`config.mk`:
```
export PLATFORM = sky130hd
export DESIGN_NAME = thermal_video_packet_receiver_unit_flat
export DESIGN_NICKNAME = d
export VERILOG_FILES = /design/src/sv/tvpr_pkg.sv /design/src/sv/tvpr_if.sv /design/src/sv/tvpr_in_reg.sv /design/src/sv/tvpr_core.sv /design/src/sv/tvpr_out_reg.sv /design/src/sv/thermal_video_packet_receiver_unit.sv /design/src/flat_wrapper.sv
export SDC_FILE = /design/constraint.sdc
export NUM_CORES = 1
export LEC_CHECK = 0
export BUFFER_PORTS_ARGS = -buffer_cell sky130_fd_sc_hd__buf_4
export CAP_MARGIN = 15
export CORE_MARGIN = 2
export CORE_UTILIZATION = 40
export DETAILED_ROUTE_END_ITERATION = 8
export GPL_TIMING_DRIVEN = 0
export PLACE_DENSITY = 0.66
export SKIP_CTS_REPAIR_TIMING = 1
export SYNTH_ARGS = -nofsm -noshare
export SYNTH_HDL_FRONTEND = slang
export SYNTH_SLANG_ARGS = --single-unit
```
`constraint.sdc`:
```
create_clock -name i_clk -period 9.2 [get_ports i_clk]
set_clock_uncertainty 0.2 [all_clocks]
set_input_delay 0.92 -clock i_clk [delete_from_list [all_inputs] [get_ports i_clk]]
set_output_delay 0.92 -clock i_clk [all_outputs]
set_load 0.02 [all_outputs]
```
`src/sv/tvpr_pkg.sv`:
```
package tvpr_pkg;

    // Packet and frame geometry of the video link.
    localparam int PIXELS_PER_PACKET   = 80;
    localparam int HEADER_WORDS        = 2;
    localparam int PACKETS_PER_SEGMENT = 60;
    localparam int SEGMENTS_PER_FRAME  = 4;
    localparam int BUFFER_COUNT        = 3;
    localparam int SEGMENT_MARK_PACKET = 20;

    localparam int PACKET_WORDS   = HEADER_WORDS + PIXELS_PER_PACKET;
    localparam int SEGMENT_PIXELS = PACKETS_PER_SEGMENT * PIXELS_PER_PACKET;
    localparam int FRAME_PIXELS   = SEGMENTS_PER_FRAME * SEGMENT_PIXELS;

    // Field widths.
    localparam int CMD_W    = 2;
    localparam int WORD_W   = 16;
    localparam int BUF_W    = 2;
    localparam int OFS_W    = 15;
    localparam int SUM_W    = 18;
    localparam int INDEX_W  = $clog2(PACKET_WORDS);
    localparam int PKT_W    = $clog2(PACKETS_PER_SEGMENT);
    localparam int SEG_W    = 2;
    localparam int PID_W    = 12;
    localparam int SEGF_W   = 3;

    // Header word fields.
    localparam logic [WORD_W-1:0] DONT_CARE_MASK  = 16'h0F00;
    localparam logic [WORD_W-1:0] PACKET_NUM_MASK = 16'h0FFF;
    localparam logic [SEGF_W-1:0] SEG_FIELD_MASK  = 3'h7;
    localparam int                SEG_FIELD_LSB   = 12;

    // Command codes.
    localparam logic [CMD_W-1:0] CMD_WORD   = 2'd0;
    localparam logic [CMD_W-1:0] CMD_RESYNC = 2'd1;
    localparam logic [CMD_W-1:0] CMD_TAKE   = 2'd2;
    localparam logic [CMD_W-1:0] CMD_NOP    = 2'd3;

    typedef logic [BUF_W-1:0] t_buf;

    typedef struct packed {
        logic [CMD_W-1:0]  cmd;
        logic [WORD_W-1:0] link_word;
    } t_in_item;

    typedef struct packed {
        logic              pixel_write;
        t_buf              pixel_buffer;
        logic [OFS_W-1:0]  pixel_offset;
        logic [WORD_W-1:0] pixel_value;
        logic              frame_done;
        logic              sync_lost;
        logic              frame_available;
        t_buf              taken_buffer;
    } t_result;

    // Next buffer in rotation, wrapping at the buffer count.
    function automatic t_buf buf_inc(t_buf from);
        t_buf b;
        if (from >= BUF_W'(BUFFER_COUNT - 1)) begin
            b = '0;
        end else begin
            b = from + 1'b1;
        end
        return b;
    endfunction

    // Next fill buffer after the given one, skipping the consumer's buffer.
    function automatic t_buf next_fill(t_buf from, t_buf consumer);
        t_buf b;
        b = buf_inc(from);
        if (b == consumer) begin
            b = buf_inc(b);
        end
        return b;
    endfunction

endpackage

```
`src/sv/tvpr_if.sv`:
```
// Input channel: one command and link word per transfer.
interface tvpr_in_if;
    logic                        valid;
    logic                        ready;
    logic [tvpr_pkg::CMD_W-1:0]  cmd;
    logic [tvpr_pkg::WORD_W-1:0] link_word;

    modport source (output valid, output cmd, output link_word, input ready);
    modport sink   (input valid, input cmd, input link_word, output ready);
endinterface

// Output channel: one result per transfer.
interface tvpr_out_if;
    logic                        valid;
    logic                        ready;
    logic                        pixel_write;
    tvpr_pkg::t_buf              pixel_buffer;
    logic [tvpr_pkg::OFS_W-1:0]  pixel_offset;
    logic [tvpr_pkg::WORD_W-1:0] pixel_value;
    logic                        frame_done;
    logic                        sync_lost;
    logic                        frame_available;
    tvpr_pkg::t_buf              taken_buffer;

    modport source (
        output valid, output pixel_write, output pixel_buffer, output pixel_offset,
        output pixel_value, output frame_done, output sync_lost,
        output frame_available, output taken_buffer, input ready
    );
    modport sink (
        input valid, input pixel_write, input pixel_buffer, input pixel_offset,
        input pixel_value, input frame_done, input sync_lost,
        input frame_available, input taken_buffer, output ready
    );
endinterface

```
`src/sv/tvpr_in_reg.sv`:
```
module tvpr_in_reg (
    input  logic               i_clk,
    input  logic               i_rst_n,
    tvpr_in_if.sink            i_in,
    input  logic               i_take,
    output logic               o_valid,
    output tvpr_pkg::t_in_item o_item
);

    logic               r_valid;
    tvpr_pkg::t_in_item r_item;

    // The register may refill whenever it is empty or its item moves on this cycle,
    // but never while reset is held.
    assign i_in.ready = i_rst_n && (!r_valid || i_take);

    always_ff @(posedge i_clk) begin
        if (!i_rst_n) begin
            r_valid <= 1'b0;
        end else if (i_in.ready) begin
            r_valid <= i_in.valid;
        end
    end

    // Payload is captured on every input transfer.
    always_ff @(posedge i_clk) begin
        if (i_in.valid && i_in.ready) begin
            r_item.cmd       <= i_in.cmd;
            r_item.link_word <= i_in.link_word;
        end
    end

    assign o_valid = r_valid;
    assign o_item  = r_item;

endmodule

```
`src/sv/tvpr_core.sv`:
```
module tvpr_core (
    input  logic               i_clk,
    input  logic               i_rst_n,
    input  logic               i_seg_mode,
    input  logic               i_step,
    input  tvpr_pkg::t_in_item i_item,
    output tvpr_pkg::t_result  o_result
);

    logic [tvpr_pkg::INDEX_W-1:0] r_word_index, n_word_index;
    logic [tvpr_pkg::PKT_W-1:0]   r_exp_pkt, n_exp_pkt;
    logic [tvpr_pkg::SEG_W-1:0]   r_exp_seg, n_exp_seg;
    logic                         r_pkt_acc, n_pkt_acc;
    logic                         r_await, n_await;
    tvpr_pkg::t_buf               r_fill, n_fill;
    tvpr_pkg::t_buf               r_newest, n_newest;
    tvpr_pkg::t_buf               r_consumer, n_consumer;

    logic [tvpr_pkg::PID_W-1:0]   pid;
    logic [tvpr_pkg::SEGF_W-1:0]  seg_field;
    logic [tvpr_pkg::SEGF_W-1:0]  seg_next;
    logic                         dont_care;
    logic                         mark;
    logic                         lost;
    logic                         frame;
    logic [tvpr_pkg::SUM_W-1:0]   ofs_sum;
    tvpr_pkg::t_result            res;

    // Header word decode.
    assign pid       = tvpr_pkg::PID_W'(i_item.link_word & tvpr_pkg::PACKET_NUM_MASK);
    assign seg_field = tvpr_pkg::SEGF_W'(i_item.link_word >> tvpr_pkg::SEG_FIELD_LSB)
                       & tvpr_pkg::SEG_FIELD_MASK;
    assign seg_next  = tvpr_pkg::SEGF_W'(r_exp_seg) + 1'b1;
    assign dont_care = (i_item.link_word & tvpr_pkg::DONT_CARE_MASK)
                       == tvpr_pkg::DONT_CARE_MASK;
    assign mark      = i_seg_mode
                       && (pid == tvpr_pkg::PID_W'(tvpr_pkg::SEGMENT_MARK_PACKET));

    // Pixel position within the frame, from the expected segment and packet.
    assign ofs_sum = tvpr_pkg::SUM_W'(r_exp_seg) * tvpr_pkg::SUM_W'(tvpr_pkg::SEGMENT_PIXELS)
                   + tvpr_pkg::SUM_W'(r_exp_pkt) * tvpr_pkg::SUM_W'(tvpr_pkg::PIXELS_PER_PACKET)
                   + tvpr_pkg::SUM_W'(r_word_index)
                   - tvpr_pkg::SUM_W'(tvpr_pkg::HEADER_WORDS);

    // Next state and result for the item at the head of the input register.
    always_comb begin
        n_word_index = r_word_index;
        n_exp_pkt    = r_exp_pkt;
        n_exp_seg    = r_exp_seg;
        n_pkt_acc    = r_pkt_acc;
        n_await      = r_await;
        n_fill       = r_fill;
        n_newest     = r_newest;
        n_consumer   = r_consumer;
        lost         = 1'b0;
        frame        = 1'b0;
        res          = '0;

        unique case (i_item.cmd)
            tvpr_pkg::CMD_RESYNC: begin
                n_await      = 1'b0;
                n_word_index = '0;
                n_pkt_acc    = 1'b0;
                n_fill       = tvpr_pkg::next_fill(r_newest, r_consumer);
            end
            tvpr_pkg::CMD_TAKE: begin
                n_consumer = r_newest;
            end
            tvpr_pkg::CMD_WORD: begin
                if (!r_await) begin
                    // The first header word decides whether the packet is kept.
                    if (r_word_index == '0) begin
                        n_pkt_acc = 1'b0;
                        priority if (dont_care) begin
                            n_pkt_acc = 1'b0;
                        end else if ((r_exp_pkt == '0) && (pid != '0)) begin
                            n_pkt_acc = 1'b0;
                        end else if (mark && (r_exp_seg == '0)
                                     && (seg_field != tvpr_pkg::SEGF_W'(1))) begin
                            n_exp_pkt = '0;
                        end else if ((pid != tvpr_pkg::PID_W'(r_exp_pkt))
                                     || (mark && (seg_field != seg_next))) begin
                            lost = 1'b1;
                        end else begin
                            n_pkt_acc = 1'b1;
                        end
                    end

                    if (lost) begin
                        n_exp_pkt    = '0;
                        n_exp_seg    = '0;
                        n_await      = 1'b1;
                        n_word_index = '0;
                    end else begin
                        if ((r_word_index >= tvpr_pkg::INDEX_W'(tvpr_pkg::HEADER_WORDS))
                            && n_pkt_acc) begin
                            res.pixel_write  = 1'b1;
                            res.pixel_buffer = r_fill;
                            res.pixel_offset = ofs_sum[tvpr_pkg::OFS_W-1:0];
                            res.pixel_value  = i_item.link_word;
                        end
                        // End of packet: advance the packet, segment and frame counts.
                        if (r_word_index >= tvpr_pkg::INDEX_W'(tvpr_pkg::PACKET_WORDS - 1)) begin
                            n_word_index = '0;
                            if (n_pkt_acc) begin
                                if (r_exp_pkt >=
                                    tvpr_pkg::PKT_W'(tvpr_pkg::PACKETS_PER_SEGMENT - 1)) begin
                                    n_exp_pkt = '0;
                                    if (i_seg_mode) begin
                                        if (r_exp_seg >= tvpr_pkg::SEG_W'(
                                                tvpr_pkg::SEGMENTS_PER_FRAME - 1)) begin
                                            n_exp_seg = '0;
                                            frame     = 1'b1;
                                        end else begin
                                            n_exp_seg = r_exp_seg + 1'b1;
                                        end
                                    end else begin
                                        frame = 1'b1;
                                    end
                                end else begin
                                    n_exp_pkt = r_exp_pkt + 1'b1;
                                end
                                if (frame) begin
                                    n_newest = r_fill;
                                    n_fill   = tvpr_pkg::next_fill(r_fill, r_consumer);
                                end
                            end
                            n_pkt_acc = 1'b0;
                        end else begin
                            n_word_index = r_word_index + 1'b1;
                        end
                    end
                end
            end
            tvpr_pkg::CMD_NOP: begin
                n_pkt_acc = r_pkt_acc;
            end
        endcase

        res.frame_done      = frame;
        res.sync_lost       = lost;
        res.frame_available = n_newest != n_consumer;
        res.taken_buffer    = n_consumer;
    end

    assign o_result = res;

    // Receiver state advances once per item that moves to the result register.
    always_ff @(posedge i_clk) begin
        if (!i_rst_n) begin
            r_word_index <= '0;
            r_exp_pkt    <= '0;
            r_exp_seg    <= '0;
            r_pkt_acc    <= 1'b0;
            r_await      <= 1'b1;
            r_fill       <= tvpr_pkg::t_buf'(1);
            r_newest     <= '0;
            r_consumer   <= '0;
        end else if (i_step) begin
            r_word_index <= n_word_index;
            r_exp_pkt    <= n_exp_pkt;
            r_exp_seg    <= n_exp_seg;
            r_pkt_acc    <= n_pkt_acc;
            r_await      <= n_await;
            r_fill       <= n_fill;
            r_newest     <= n_newest;
            r_consumer   <= n_consumer;
        end
    end

endmodule

```
`src/sv/tvpr_out_reg.sv`:
```
module tvpr_out_reg (
    input  logic              i_clk,
    input  logic              i_rst_n,
    input  logic              i_load,
    input  tvpr_pkg::t_result i_result,
    output logic              o_can_load,
    tvpr_out_if.source        o_out
);

    logic              r_valid;
    tvpr_pkg::t_result r_result;

    // A new result may enter when the register is empty or being emptied.
    assign o_can_load = !r_valid || o_out.ready;

    always_ff @(posedge i_clk) begin
        if (!i_rst_n) begin
            r_valid <= 1'b0;
        end else if (o_can_load) begin
            r_valid <= i_load;
        end
    end

    always_ff @(posedge i_clk) begin
        if (i_load && o_can_load) begin
            r_result <= i_result;
        end
    end

    assign o_out.valid           = r_valid;
    assign o_out.pixel_write     = r_result.pixel_write;
    assign o_out.pixel_buffer    = r_result.pixel_buffer;
    assign o_out.pixel_offset    = r_result.pixel_offset;
    assign o_out.pixel_value     = r_result.pixel_value;
    assign o_out.frame_done      = r_result.frame_done;
    assign o_out.sync_lost       = r_result.sync_lost;
    assign o_out.frame_available = r_result.frame_available;
    assign o_out.taken_buffer    = r_result.taken_buffer;

endmodule

```
`src/sv/thermal_video_packet_receiver_unit.sv`:
```
// Channel    Direction  Transfer carries
// i_in       sink       cmd, link_word
// o_out      source     pixel_write, pixel_buffer, pixel_offset, pixel_value,
//                       frame_done, sync_lost, frame_available, taken_buffer
// i_cfg_*    write      segmented_mode
//
// One item per cycle sustained while results are taken; each result passes from the input
// register through single-pass deframing logic into the result register.
// Reset is synchronous and active low; input ready is held low during it, and with no
// clearing pass the block takes items from the first cycle after reset.
// Outside reset, input ready drops only while the input register holds an item and the
// result register is full and not being taken.
module thermal_video_packet_receiver_unit (
    input  logic       i_clk,
    input  logic       i_rst_n,
    input  logic       i_cfg_we,
    input  logic       i_cfg_data,
    tvpr_in_if.sink    i_in,
    tvpr_out_if.source o_out
);

    logic               r_seg_mode;
    logic               in_valid;
    tvpr_pkg::t_in_item in_item;
    logic               can_load;
    logic               step;
    tvpr_pkg::t_result  result;

    // Segmented mode register.
    always_ff @(posedge i_clk) begin
        if (!i_rst_n) begin
            r_seg_mode <= 1'b0;
        end else if (i_cfg_we) begin
            r_seg_mode <= i_cfg_data;
        end
    end

    assign step = in_valid && can_load;

    tvpr_in_reg u_in_reg (
        .i_clk   (i_clk),
        .i_rst_n (i_rst_n),
        .i_in    (i_in),
        .i_take  (step),
        .o_valid (in_valid),
        .o_item  (in_item)
    );

    tvpr_core u_core (
        .i_clk      (i_clk),
        .i_rst_n    (i_rst_n),
        .i_seg_mode (r_seg_mode),
        .i_step     (step),
        .i_item     (in_item),
        .o_result   (result)
    );

    tvpr_out_reg u_out_reg (
        .i_clk      (i_clk),
        .i_rst_n    (i_rst_n),
        .i_load     (step),
        .i_result   (result),
        .o_can_load (can_load),
        .o_out      (o_out)
    );

    // A completed frame always ends on a stored pixel.
    a_done_has_pixel: assert property (@(posedge i_clk) disable iff (!i_rst_n)
        (o_out.valid && o_out.frame_done) |-> o_out.pixel_write)
        else $error("frame_done without pixel_write");

    // A header that breaks sync stores nothing and completes nothing.
    a_lost_quiet: assert property (@(posedge i_clk) disable iff (!i_rst_n)
        (o_out.valid && o_out.sync_lost) |-> (!o_out.pixel_write && !o_out.frame_done))
        else $error("sync_lost together with pixel or frame");

    // Pixels never land in the buffer the consumer owns.
    a_fill_not_consumer: assert property (@(posedge i_clk) disable iff (!i_rst_n)
        (o_out.valid && o_out.pixel_write) |-> (o_out.pixel_buffer != o_out.taken_buffer))
        else $error("pixel written into consumer buffer");

    // Pixel offsets stay inside one frame.
    a_offset_range: assert property (@(posedge i_clk) disable iff (!i_rst_n)
        (o_out.valid && o_out.pixel_write)
        |-> (o_out.pixel_offset < tvpr_pkg::OFS_W'(tvpr_pkg::FRAME_PIXELS)))
        else $error("pixel offset beyond frame");

endmodule

```
`src/flat_wrapper.sv`:
```
// flat-port wrapper written by rule: the top's interface ports become plain ports
module thermal_video_packet_receiver_unit_flat 
  (i_clk, i_rst_n, i_cfg_we, i_cfg_data, i_in_valid, i_in_cmd, i_in_link_word, i_in_ready, o_out_valid, o_out_pixel_write, o_out_pixel_buffer, o_out_pixel_offset, o_out_pixel_value, o_out_frame_done, o_out_sync_lost, o_out_frame_available, o_out_taken_buffer, o_out_ready);
  tvpr_in_if i_in_i ();
  tvpr_out_if o_out_i ();
  input  logic i_clk;
  input  logic i_rst_n;
  input  logic i_cfg_we;
  input  logic i_cfg_data;
  input wire logic [$bits(i_in_i.valid)-1:0] i_in_valid;
  input wire logic [$bits(i_in_i.cmd)-1:0] i_in_cmd;
  input wire logic [$bits(i_in_i.link_word)-1:0] i_in_link_word;
  output wire logic [$bits(i_in_i.ready)-1:0] i_in_ready;
  output wire logic [$bits(o_out_i.valid)-1:0] o_out_valid;
  output wire logic [$bits(o_out_i.pixel_write)-1:0] o_out_pixel_write;
  output wire logic [$bits(o_out_i.pixel_buffer)-1:0] o_out_pixel_buffer;
  output wire logic [$bits(o_out_i.pixel_offset)-1:0] o_out_pixel_offset;
  output wire logic [$bits(o_out_i.pixel_value)-1:0] o_out_pixel_value;
  output wire logic [$bits(o_out_i.frame_done)-1:0] o_out_frame_done;
  output wire logic [$bits(o_out_i.sync_lost)-1:0] o_out_sync_lost;
  output wire logic [$bits(o_out_i.frame_available)-1:0] o_out_frame_available;
  output wire logic [$bits(o_out_i.taken_buffer)-1:0] o_out_taken_buffer;
  input wire logic [$bits(o_out_i.ready)-1:0] o_out_ready;
  assign i_in_i.valid = i_in_valid;
  assign i_in_i.cmd = i_in_cmd;
  assign i_in_i.link_word = i_in_link_word;
  assign i_in_ready = i_in_i.ready;
  assign o_out_valid = o_out_i.valid;
  assign o_out_pixel_write = o_out_i.pixel_write;
  assign o_out_pixel_buffer = o_out_i.pixel_buffer;
  assign o_out_pixel_offset = o_out_i.pixel_offset;
  assign o_out_pixel_value = o_out_i.pixel_value;
  assign o_out_frame_done = o_out_i.frame_done;
  assign o_out_sync_lost = o_out_i.sync_lost;
  assign o_out_frame_available = o_out_i.frame_available;
  assign o_out_taken_buffer = o_out_i.taken_buffer;
  assign o_out_i.ready = o_out_ready;
  thermal_video_packet_receiver_unit u_core (.i_clk(i_clk), .i_rst_n(i_rst_n), .i_cfg_we(i_cfg_we), .i_cfg_data(i_cfg_data), .i_in(i_in_i), .o_out(o_out_i));
endmodule
```
==> results of run 1 <==
## layer usage
layer  up-vias  wire (µm)  GRT usage
met5         -          0          0
met4         0        139     0.0593
met3        16        508     0.0349
met2        94       5160      0.274
met1      1687       4600      0.206
li1       1795          -          -
## kinds of logic after synthesis
kind of cell	Yosys count
and+or+nand+nor	148
DFF	83
buffers and inverters	63
muxes	10
adders and majority gates	57
AOI/OAI and AO/OA	74
xor gates and xnor gates	24
## worst paths after layout
check | startpoint | end | slack [ps]
worst min-delay path | u_core.u_core.r_exp_seg[1] | u_core.u_core.r_exp_seg[1] | 310
worst max register to register | u_core.u_core.r_exp_pkt[4] | u_core.u_out_reg.o_out.pixel_offset[14] | 5070
worst min register to register | u_core.u_core.r_exp_seg[1] | u_core.u_core.r_exp_seg[1] | 310
worst max-delay path | u_core.u_core.r_exp_pkt[4] | u_core.u_out_reg.o_out.pixel_offset[14] | 5070
## worst register-to-register path, delay by kind of cell (launching register included)
family	cells	cell delay (ps)
buffers and inverters	1	60
and+or+nand+nor	2	240
xor gates and xnor gates	2	370
DFF	1	530
adders and majority gates	5	1450
AOI/OAI and AO/OA	5	1040
## cell type report
class                           count  area, µm²  area share
Inverter                           51        191      0.0328
Multi-Input combinational cell    313       2380       0.407
Tap cell                          147        184      0.0315
Buffer                             12       77.6      0.0133
Clock buffer                       10        229      0.0392
Clock inverter                      6       65.1      0.0111
Sequential cell                    83       2230       0.382
Timing Repair Buffer               64        480      0.0823
## power breakdown
part,total (mW),internal [mW],switching [mW]
combinational,0.0462,0.0196,0.0266
sequential,0.416,0.410,0.00611
clock,0.355,0.210,0.145
## registers in the layout, summed over array words and instances, names as in the netlist, 2 cells and up
name	count
u_core.u_in_reg.o_item	18
u_core.u_out_reg.o_out.pixel_buffer	2
u_core.u_core.r_exp_seg	2
u_core.u_out_reg.o_out.taken_buffer	2
u_core.u_core.r_newest	2
u_core.u_out_reg.o_out.pixel_value	16
u_core.u_core.r_exp_pkt	6
u_core.u_core.r_word_index	7
u_core.u_core.r_fill	2
u_core.u_core.r_consumer	2
u_core.u_out_reg.o_out.pixel_offset	15
## layout by cell type, fill, tap and decap left out, types with 3 or more instances in the layout
cell	synthesis	layout
nand4_1	8	8
nand2_1	18	18
and2_1	4	4
o21ai_0	8	8
and3_1	20	20
dfxtp_1	26	26
nor4_1	3	3
fa_1	3	3
or3_1	4	4
o31ai_1	5	5
nor2_1	46	46
a21oi_1	20	20
clkbuf_8	3	3
nor3_1	9	9
buf_4	0	64
nand2b_1	3	3
edfxtp_1	57	57
o21ai_1	4	4
nand3_1	10	10
xnor2_1	14	14
xor2_1	10	10
mux2i_1	10	10
a31oi_1	9	9
clkbuf_16	0	9
a22oi_1	3	3
inv_1	51	50
clkinvlp_4	0	3
nor4_4	3	3
nor2b_1	6	6
clkbuf_1	7	8
ha_1	54	54
a21o_1	6	6
## Yosys cell counts (all sizes together), types with 2 or more instances
cell / number
a21o: 6
edfxtp: 57
nor2b: 6
clkbuf: 11
nor3: 13
and2: 4
a211oi: 2
a31oi: 9
nand3: 10
inv: 51
nor4: 6
nand2b: 3
nor2: 46
a22oi: 3
a31o: 2
xnor2: 14
o41ai: 2
nand4: 8
o21bai: 2
xor2: 10
mux2i: 10
or3: 6
a21oi: 20
dfxtp: 26
o21ai: 13
o31ai: 5
fa: 3
ha: 54
nand2: 18
o22ai: 2
and3: 21
## metrics by stage
step | worst slack (ps) | power [mW] | utilization | hold slack [ps] | cell area (µm²)
CTS | 5040 | 0.829 | 0.488 | 312 | 5840
finish | 5070 | 0.817 | 0.488 | 310 | 5840
global placement | 5190 | 0.470 | 0.463 | 306 | 5540
floorplan | 5510 | 0.447 | - | 275 | 4880
global route | 4810 | 0.850 | 0.488 | 355 | 5840
detailed placement | 5110 | 0.471 | 0.463 | 306 | 5540
==> results.md, run 1 <==
* Status: finished clean
* CTS tree: done
* Die Wd at 114 µm
* Pwr Density at 140 nW/µm²
* Vias in the first global route at 3576
* CTS Root Cell: clkbuf_16
* Mux contribution to synthesized area at 0.0205
* Slowest cell on the critical path: dfxtp_1
* Layout fillers at 1113
* Starting density of the core at 0.408
* Leakage at 2.45 nW
* Crit-path cells: ha_1 -> ha_1 -> a21o_1 -> a21oi_1 -> xor2_1 -> ha_1 -> inv_1 -> ha_1 -> ha_1 -> and2_1 -> o21ai_0 -> o31ai_1 -> o41ai_1 -> xor2_1 -> nor2_1
* Worst rel slew slack at 0.429
* Cell family with most CP delay: adder cells
* RD Place Congestion at 0.863
* Max Root-Sink Buffers at 2
* Antenna violations before repair at 0
* Final HPWL from detailed placement at 7.69 mm
* N_diodes at 0
* CP arrival at 4010 ps
* Critical Path Max Stage Delay at 530 ps
* Final worst path period need at 4130 ps
* Antenna Nets Post-Route at 0
* XOR/XNOR share of the synthesized area at 0.0431
* Mapped Area at 4880 µm²
* Syn Nets at 540
* Congestion Overflow GR at 0
* Via/cell ratio at 5.24
* Synth Instances at 459
* Layout cells sized above 1 at 0.187
* Achievable frequency at 242 MHz
* Cts bufs inserted at 9
* Synth Warn # at 0
* Count of cell types in the netlist at 57
* Post-synth EDFFs at 57
* Top cells by area, synth: edfxtp_1 (35%), ha_1 (14%), dfxtp_1 (11%), inv_1 (3.9%), nor2_1 (3.5%)
* Die Footprint at 13100 µm²
* Final hold violations at 0
* Slew @ Worst Pin at 856 ps
* Worst path required time at 9080 ps
* Hold depth at 2
* Slew Viols, Final at 0
* Post-synthesis async set-or-reset flop share at 0
* VDD IR max at 71.3 µV
* Post-route insts no fill at 686
* Row count at 40
* First DRT Iteration DRCs at 167
* Post-synth top area share at 0.351
* Crit end category: register
* Setup TNS at 0 ps
* Tcrit/Tclk final at 0.449
* Fin nets at 615
* Synth Area in Adders at 0.151
* Final setup fails at 0
* Clock-pin slew on the worst setup and hold paths at 60 ps
* Ys flop type: edfxtp_1
* CP Depth at 15
* Hold Path Class: reg2reg
* Compound-cell area share of the yosys netlist at 0.102
* Synth Register Bits at 83
* Most frequent CP cell: ha_1
* RSZ-0062 raised after global routing: false
* Part of the Yosys area used for sequential elements at 0.457
* Largest net degree at the start of global routing at 40
* Core Area at 12000 µm²
* H-tree levels at 3
* IO buf count at 64
* DIE HEIGHT at 114 µm
* DRC viols at 0
* GRT Total Usage at 0.163
* Vias at 3592
* CTS sink cnt at 83
* Post-DR wirelength/cell at 15.2 µm
* Crit start category: register
* Synth Area in Simple Gates at 0.171
* IO Pins at 65
* Worst Path Buf+Inv at 1
* Max_cap viols at 0
* Inst Count DP at 670
* Pre-antenna DRT Iters at 6
* DRT Wirelength at 10.4 mm
* Area Growth Syn to Fin at 19.6%
* Critical path class: reg2reg
* Main combinational cell family by area after synthesis: simple AND/OR/NAND/NOR gates
* Avg Cell Area, Syn at 10.6 µm²
* CP Max Fanout at 8
* Clock latency on the worst-skew pair at 330 ps
* Reg2reg path depth at 15
* First-pass GRT wire length at 16.6 mm
* Post-synth top area cell: edfxtp_1
Note: power is estimated with default switching activity, not from simulation.
==> inputs of run 2 (changes only) <==
Clock period 9.2 ns to 4.3 ns, I/O delays scaled along.
==> run 2 against run 1 <==
Setup slack lost 4800 ps. Sequential power grew 110%. Register-to-register slack lost 4800 ps. Count of clock-buffer cells in the layout is the same. Power grew 110%. Final area grew 0.13%. Highest routed layer unchanged. Fmax grew 2.0%. Combinational power grew 110%. First-iteration DRC count shrank 0.60%.
==> results.md, run 2 (synthesis gave the netlist of run 1 again) <==
* CP Max Fanout at 8
* CTS sink cnt at 83
* Core Area at 12000 µm²
* Seq. cell area at 2230 µm²
* Die Wd at 114 µm
* Final hold slack at 70.7 ps
* Post-DR wirelength/cell at 15.2 µm
* Pwr Density at 299 nW/µm²
* Largest register FFs at 18
* Row count at 40
* Commonest non-fill, non-tap cell in the layout: buf_4
* CTS tree: done
* Slew Viols, Final at 0
* Layout cells sized above 1 at 0.189
* DIE HEIGHT at 114 µm
* N_diodes at 0
* Final setup fails at 0
* Tcrit/Tclk final at 0.941
* R2r setup slk at 250 ps
* Hold Path Class: in2reg
* Slowest cell on the critical path: dfxtp_1
* Max_cap viols at 0
* Setup TNS at 0 ps
* Largest net degree at the start of global routing at 40
* Die Footprint at 13100 µm²
* Via/cell ratio at 5.23
* Clock-pin slew on the worst setup and hold paths at 60 ps
* Vias at 3588
* Most frequent CP cell: ha_1
* Most frequent cells in the layout: buf_4 (64), edfxtp_1 (57), ha_1 (54), inv_1 (50), nor2_1 (46)
* VDD IR max at 153 µV
* Inst Count DP at 670
* Origin of the worst setup path: u_core.u_core.r_exp_pkt[4]
* Congestion Overflow GR at 0
* Critical path class: reg2reg
* Hold depth at 1
* First DRT Iteration DRCs at 166
* Final worst path period need at 4050 ps
* Pre-antenna DRT Iters at 6
* Worst rel slew slack at 0.429
* Worst path required time at 4180 ps
* H-tree levels at 3
* Area of the multi-input gates at 2390 µm²
* Max Root-Sink Buffers at 2
* Post-route insts no fill at 686
* Leakage at 2.45 nW
* Slew @ Worst Pin at 856 ps
* IO buf count at 64
* DRC viols at 0
* Clock latency on the worst-skew pair at 330 ps
* Antenna Nets Post-Route at 0
* Antenna violations before repair at 0
* First-pass GRT wire length at 16.6 mm
* Crit-path cells: ha_1 -> ha_1 -> a21o_1 -> a21oi_1 -> xor2_1 -> ha_1 -> inv_1 -> ha_1 -> ha_1 -> and2_1 -> o21ai_0 -> o31ai_1 -> o41ai_2 -> xor2_1 -> nor2_1
* GRT Total Usage at 0.163
* Reg2reg path depth at 15
* IO Pins at 65
* Vias in the first global route at 3576
* CP arrival at 3930 ps
* Critical Path Max Stage Delay at 530 ps
* Achievable frequency at 247 MHz
* Layout fillers at 1111
* Final HPWL from detailed placement at 7.69 mm
* Status: finished clean
* RD Place Congestion at 0.863
* Start point of the worst hold path: i_in_cmd[0]
* Crit start category: register
* DRT Wirelength at 10.4 mm
* RSZ-0062 raised after global routing: false
* Cts bufs inserted at 9
* Area Growth Syn to Fin at 19.8%
* Final hold violations at 0
* Placed cell area at 5540 µm²
* Critical R2R Launch: u_core.u_core.r_exp_pkt[4]
* Fin nets at 615
* Starting density of the core at 0.408
* Crit end category: register
* CTS Root Cell: clkbuf_16
* Post-route cell area at 5850 µm²
==> run 2: report_power, final <==
group / internal (mW) / switching (mW) / leakage, nW
logic: 0.0420 / 0.0569 / 1.57
clock network: 0.450 / 0.310 / 0.133
registers: 0.877 / 0.0131 / 0.753
total: 1.37 / 0.380 / 2.45
==> run 2: worst max-delay path: cells and delay by family (launching register included) <==
kind / cells / cell delay (ps)
compound gates: 5 / 960
flops: 1 / 530
xor+xnor: 2 / 360
buf+inv: 1 / 60
simple gates: 2 / 240
fa+ha+maj: 5 / 1450
==> run 2: per-stage QoR <==
step | setup slack [ps] | total power [mW] | utilization
after floorplan | 612 | 0.956 | -
after global placement | 292 | 1.01 | 0.463
after detailed placement | 211 | 1.01 | 0.463
after CTS | 139 | 1.77 | 0.488
after global routing | 6.34 | 1.82 | 0.489
final | 253 | 1.75 | 0.489
==> run 2: final cells by class <==
class,count,area share
plain buffers,12,0.0133
clock buffers,10,0.0392
clock inverters,6,0.0111
inverters,51,0.0327
multi-input cells,313,0.408
flip-flops and latches,83,0.382
well taps,147,0.0315
repair buffers,64,0.0822
==> run 2: final timing paths <==
| path | end |
|---|---|
| setup / recovery | u_core.u_out_reg.o_out.pixel_offset[14] |
| hold / removal | u_core.u_in_reg.o_item[16] |
| setup reg to reg | u_core.u_out_reg.o_out.pixel_offset[14] |
| hold reg to reg | u_core.u_core.r_exp_seg[1] |
==> run 2: layer usage <==
metal  track usage  up-vias  share of wire
met3        0.0349       18          0.049
met2         0.274       95           0.50
met4        0.0593        0          0.014
li1              -     1794              -
met1         0.206     1681           0.44
met5             0        -              0
